$ cat src/rtl/fmaa_pkg.sv
// Shared constants for the force-moment-about-axis pipeline.
// No dependencies; fmaa_mul and the top level refer to this package by scoped name.
package fmaa_pkg;

  // Field widths fixed by the stream format
  localparam int IN_W    = 32;
  localparam int N_IN    = 12;
  localparam int EPS_W   = 16;
  localparam int MOM_W   = 64;
  localparam int DST_W   = 32;

  // Operand slice width of the partial-product multipliers
  localparam int CHUNK_W = 32;

  // Saturation limits of the moment field
  localparam logic [MOM_W-1:0] MOM_MAX = {1'b0, {(MOM_W-1){1'b1}}};
  localparam logic [MOM_W-1:0] MOM_MIN = {1'b1, {(MOM_W-1){1'b0}}};

endpackage

$ cat src/rtl/fmaa_mul.sv
// Pipelined unsigned multiplier: one 32x32 partial product accumulated per stage.
// Depends on fmaa_pkg for the slice width.
module fmaa_mul #(
  parameter int WA = 33,
  parameter int WB = 33
) (
  input  logic            clk,
  input  logic            en,
  input  logic [WA-1:0]   a,
  input  logic [WB-1:0]   b,
  output logic [WA+WB-1:0] p
);

  localparam int CW  = fmaa_pkg::CHUNK_W;
  localparam int NA  = (WA + CW - 1) / CW;
  localparam int NB  = (WB + CW - 1) / CW;
  localparam int L   = NA * NB;
  localparam int WAP = NA * CW;
  localparam int WBP = NB * CW;
  localparam int WX  = WAP + WBP;

  logic [WAP-1:0] a_q   [L+1];
  logic [WBP-1:0] b_q   [L+1];
  logic [WX-1:0]  acc_q [L+1];

  assign a_q[0]   = WAP'(a);
  assign b_q[0]   = WBP'(b);
  assign acc_q[0] = '0;

  for (genvar k = 0; k < L; k++) begin : g_stg
    localparam int I = k / NB;
    localparam int J = k % NB;
    logic [2*CW-1:0] pp;

    assign pp = a_q[k][I*CW +: CW] * b_q[k][J*CW +: CW];

    // Add one shifted partial product, carry operands along
    always_ff @(posedge clk) begin
      if (en) begin
        a_q[k+1]   <= a_q[k];
        b_q[k+1]   <= b_q[k];
        acc_q[k+1] <= acc_q[k] + (WX'(pp) << (CW * (I + J)));
      end
    end
  end

  assign p = acc_q[L][WA+WB-1:0];

endmodule

$ cat config.mk
export PLATFORM = sky130hd
export DESIGN_NAME = fmaa_mul
export DESIGN_NICKNAME = d
export VERILOG_FILES = /design/src/rtl/fmaa_pkg.sv /design/src/rtl/fmaa_mul.sv
export SDC_FILE = /design/constraint.sdc
export NUM_CORES = 2
export LEC_CHECK = 0
export ABC_AREA = 1
export BUFFER_PORTS_ARGS = -buffer_cell sky130_fd_sc_hd__buf_2
export CAP_MARGIN = 20
export CORE_ASPECT_RATIO = 1.2
export CORE_MARGIN = 4
export CORE_UTILIZATION = 55
export DETAILED_ROUTE_END_ITERATION = 12
export GPL_TIMING_DRIVEN = 0
export PLACE_DENSITY = 0.77
export SLEW_MARGIN = 10
export SYNTH_ARGS = -nofsm -noshare
export SYNTH_HDL_FRONTEND = slang
export SYNTH_SLANG_ARGS = --single-unit
export TNS_END_PERCENT = 1
$ cat constraint.sdc
create_clock -name clk -period 17.9 [get_ports clk]
set_input_delay 3.58 -clock clk [delete_from_list [all_inputs] [get_ports clk]]
set_output_delay 3.58 -clock clk [all_outputs]
set_load 0.03 [all_outputs]
==> metrics.md <==
| Metric | Value |
|---|---|
| Status | `complete, no violations` |
| Share of layout cells above drive strength 1 | `just under 5%` |
| Max_cap viols | `0` |
| Vias per Instance | `5.46` |
| Warnings from Yosys | `0` |
| Vias in the first global route | `~43k` |
| EDFF count, synth | `~360` |
| DR WL/cell | `roughly 25 um` |
| Final Hold Fails | `0` |
| DR vias | `between 40k and 50k` |
| Hold path endpoint | `p[8]` |
| Hold buffers post-CTS | `0` |
| Clock Sinks | `approximately 360` |
| Die area | `roughly 0.099 sq mm` |
| Synthesized area per cell | `between 8 and 9 sq um` |
| Class of the worst hold path | `flop to flop` |
| Clk buf depth | `3` |
| Mapped Cells | `6,218` |
| Final setup viols | `0` |
| Top-Level Pins | `between 100 and 150` |
| Clk_skew | `between 0.03 and 0.04 ns` |
| Tmin final | `11.32 ns` |
| CP Max Fanout | `10` |
| Nets | `about 7.7k` |
| Grt ovf | `0` |
| Clock latency on the worst-skew pair | `0.58 ns` |
| Core Rows | `123` |
| Mapped cell area | `around 0.052 sq mm` |
| Starting Density | `between 50% and 60%` |
| Pin count of the biggest net entering global routing | `about 120` |
| Post-Syn Nets | `about 7.5k` |
| Worst slew pin tran | `roughly 1.3 ns` |
| Crit path capture type | `flop` |
| Worst hold start | `acc_q[136]` |
| DRT Pass-1 Iters | `8` |
| Post-CTS Setup Bufs | `0` |
| Crit path kind | `primary input to flop` |
| Initial antenna violation count | `14` |
| All-layer global routing usage | `between 30% and 40%` |
| Hold path cells | `0` |
| Startpoint Class | `primary input` |
| Cell taking the most area after synthesis | `fa_1` |
| FF+latch count, synth | `roughly 360` |
| CTS tree | `yes` |
| Clk root buf | `clkbuf_16` |
| Post-CTS sizing | `0` |
| Post-synth ARST share | `0%` |
| CTS H-tree depth | `2` |
| Port Buffers | `between 100 and 150` |
| Crit path launch | `b[10]` |
| Setup_tns | `0 ns` |
| FMAX | `slightly below 0.09 GHz` |
| Critical path data required time | `between 15 and 20 ns` |
| First-pass GRT wire length | `278 mm` |
| Max-slew violation count | `0` |
| Core Footprint | `around 0.094 sq mm` |
| Die Height | `between 300 and 400 um` |
| Area Growth Syn to Fin | `6.92%` |
| Routability Congestion | `1.08` |
| Seq/Total Area, Yosys | `between 20% and 30%` |
| Main synth FF type | `edfxtp_1` |
| CTS clk-pin slew, worst paths | `0.06 ns` |
| DP Wirelength | `around 160 mm` |
| Netlist cell types | `31` |
| Cts bufs inserted | `34` |
| Post-route DRC | `0` |
| RSZ-0062 raised after global routing | `no` |
| Worst flop-to-flop path endpoint | `acc_q[310]` |
| Post-synth top cells | `inv_1 (1,843), nand2_1 (1,842), fa_1 (898), edfxtp_1 (363), ha_1 (328)` |
| Critical Path AT | `roughly 12 ns` |
| DR iter-0 viols | `between 4k and 5k` |
| Post-Route WL | `196 mm` |
| Final period util | `63.2%` |
| Count leader, synth | `inv_1` |
| Rel. slew slack | `around an eighth` |
| FF-to-FF setup slack | `14.45 ns` |
| Final Util | `59.2%` |
| Die X | `a little under 300 um` |
| Routed Antenna Nets | `0` |
| Worst flop-to-flop path startpoint | `b_q[224]` |
| Post-synth top area share | `34.7%` |
| Worst reg2reg path depth | `14` |
| Dominant cells by area after synthesis | `fa_1 (35%), edfxtp_1 (21%), inv_1 (13%), nand2_1 (13%), ha_1 (7.9%)` |
## worst max path at each step
stage	to	slack (ns)
final	acc_q[431]	6.58
after global routing	acc_q[431]	6.44
after CTS	acc_q[419]	6.86
after detailed placement	acc_q[419]	6.29
after global placement	acc_q[419]	6.21
after floorplan	acc_q[445]	8.46
## stage by stage
stage                     std cells  hold slack [ns]  setup WS (ns)  cell area [sq um]
after global placement         7601            0.400           6.21              54000
after detailed placement       7610            0.405           6.29              54200
after CTS                      7668            0.414           6.86              55300
after global routing           7677            0.419           6.44              55400
after floorplan                6218            0.400           8.46              51800
final                          7684            0.417           6.58              55400
## layout by cell type (no fill, tap or decap), types with 11 or more instances in the layout
cell,Yosys,routed
nor2_1,167,167
clkbuf_1,198,200
inv_1,1843,1843
nand2_2,12,12
nand2_1,1842,1842
nor2_2,14,14
a21oi_1,136,136
buf_2,0,132
nand3_1,106,106
o21ai_0,55,55
nand4_1,24,24
edfxtp_1,363,363
o21a_1,13,13
buf_4,66,66
clkbuf_16,0,34
xor2_1,69,69
ha_1,328,328
nor3_1,17,17
fa_1,898,898
diode_2,0,11
## flip-flops by register name, summed over array words and instances, names as in the netlist
signal,cells
a_q,35
b_q,67
p,66
acc_q,195
## cell type report
cell class | instances | area, sq um
tap | 1250 | 1560
timing repair buffer | 147 | 908
multi-input combinational | 3741 | 32700
clock buffer | 37 | 862
clock inverter | 21 | 221
antenna | 11 | 27.5
buffer | 264 | 1240
fill | 8547 | 38200
sequential | 363 | 10900
inverter | 1850 | 6940
## layer usage
metal	up-vias	share of wire, %	track usage, %
li1	18200	-	-
met1	20400	33	45.5
met2	2482	45	62.8
met3	824	10	9.64
met4	6	12	35.2
met5	-	0.061	0.980
## critical path, stage by stage
cell	delay, ns
buf_2	0.36
clkbuf_1	0.97
nand2_1	0.13
inv_1	0.11
fa_1	0.44
fa_1	0.55
inv_1	0.06
fa_1	0.50
fa_1	0.52
inv_1	0.06
fa_1	0.55
fa_1	0.44
fa_1	0.51
inv_1	0.06
fa_1	0.76
inv_1	0.10
ha_1	0.43
nand2_1	0.14
nor2_1	0.24
inv_1	0.09
nor2_1	0.29
a21oi_1	0.14
nand2_2	0.15
nand2_1	0.09
nand3_1	0.07
nand2_1	0.21
## logic make-up after synthesis
kind of cell	count (synthesis)	share of synthesized area, %
compound gates	221	2.28
xor+xnor	77	1.30
fa+ha+maj	1226	42.6
buf+inv	2114	15.8
flops	363	21.0
simple gates	2217	16.9
Power is left out: the tool's default activity adds up to more than one toggle a clock period on the data nets, which glitch-free logic cannot reach.
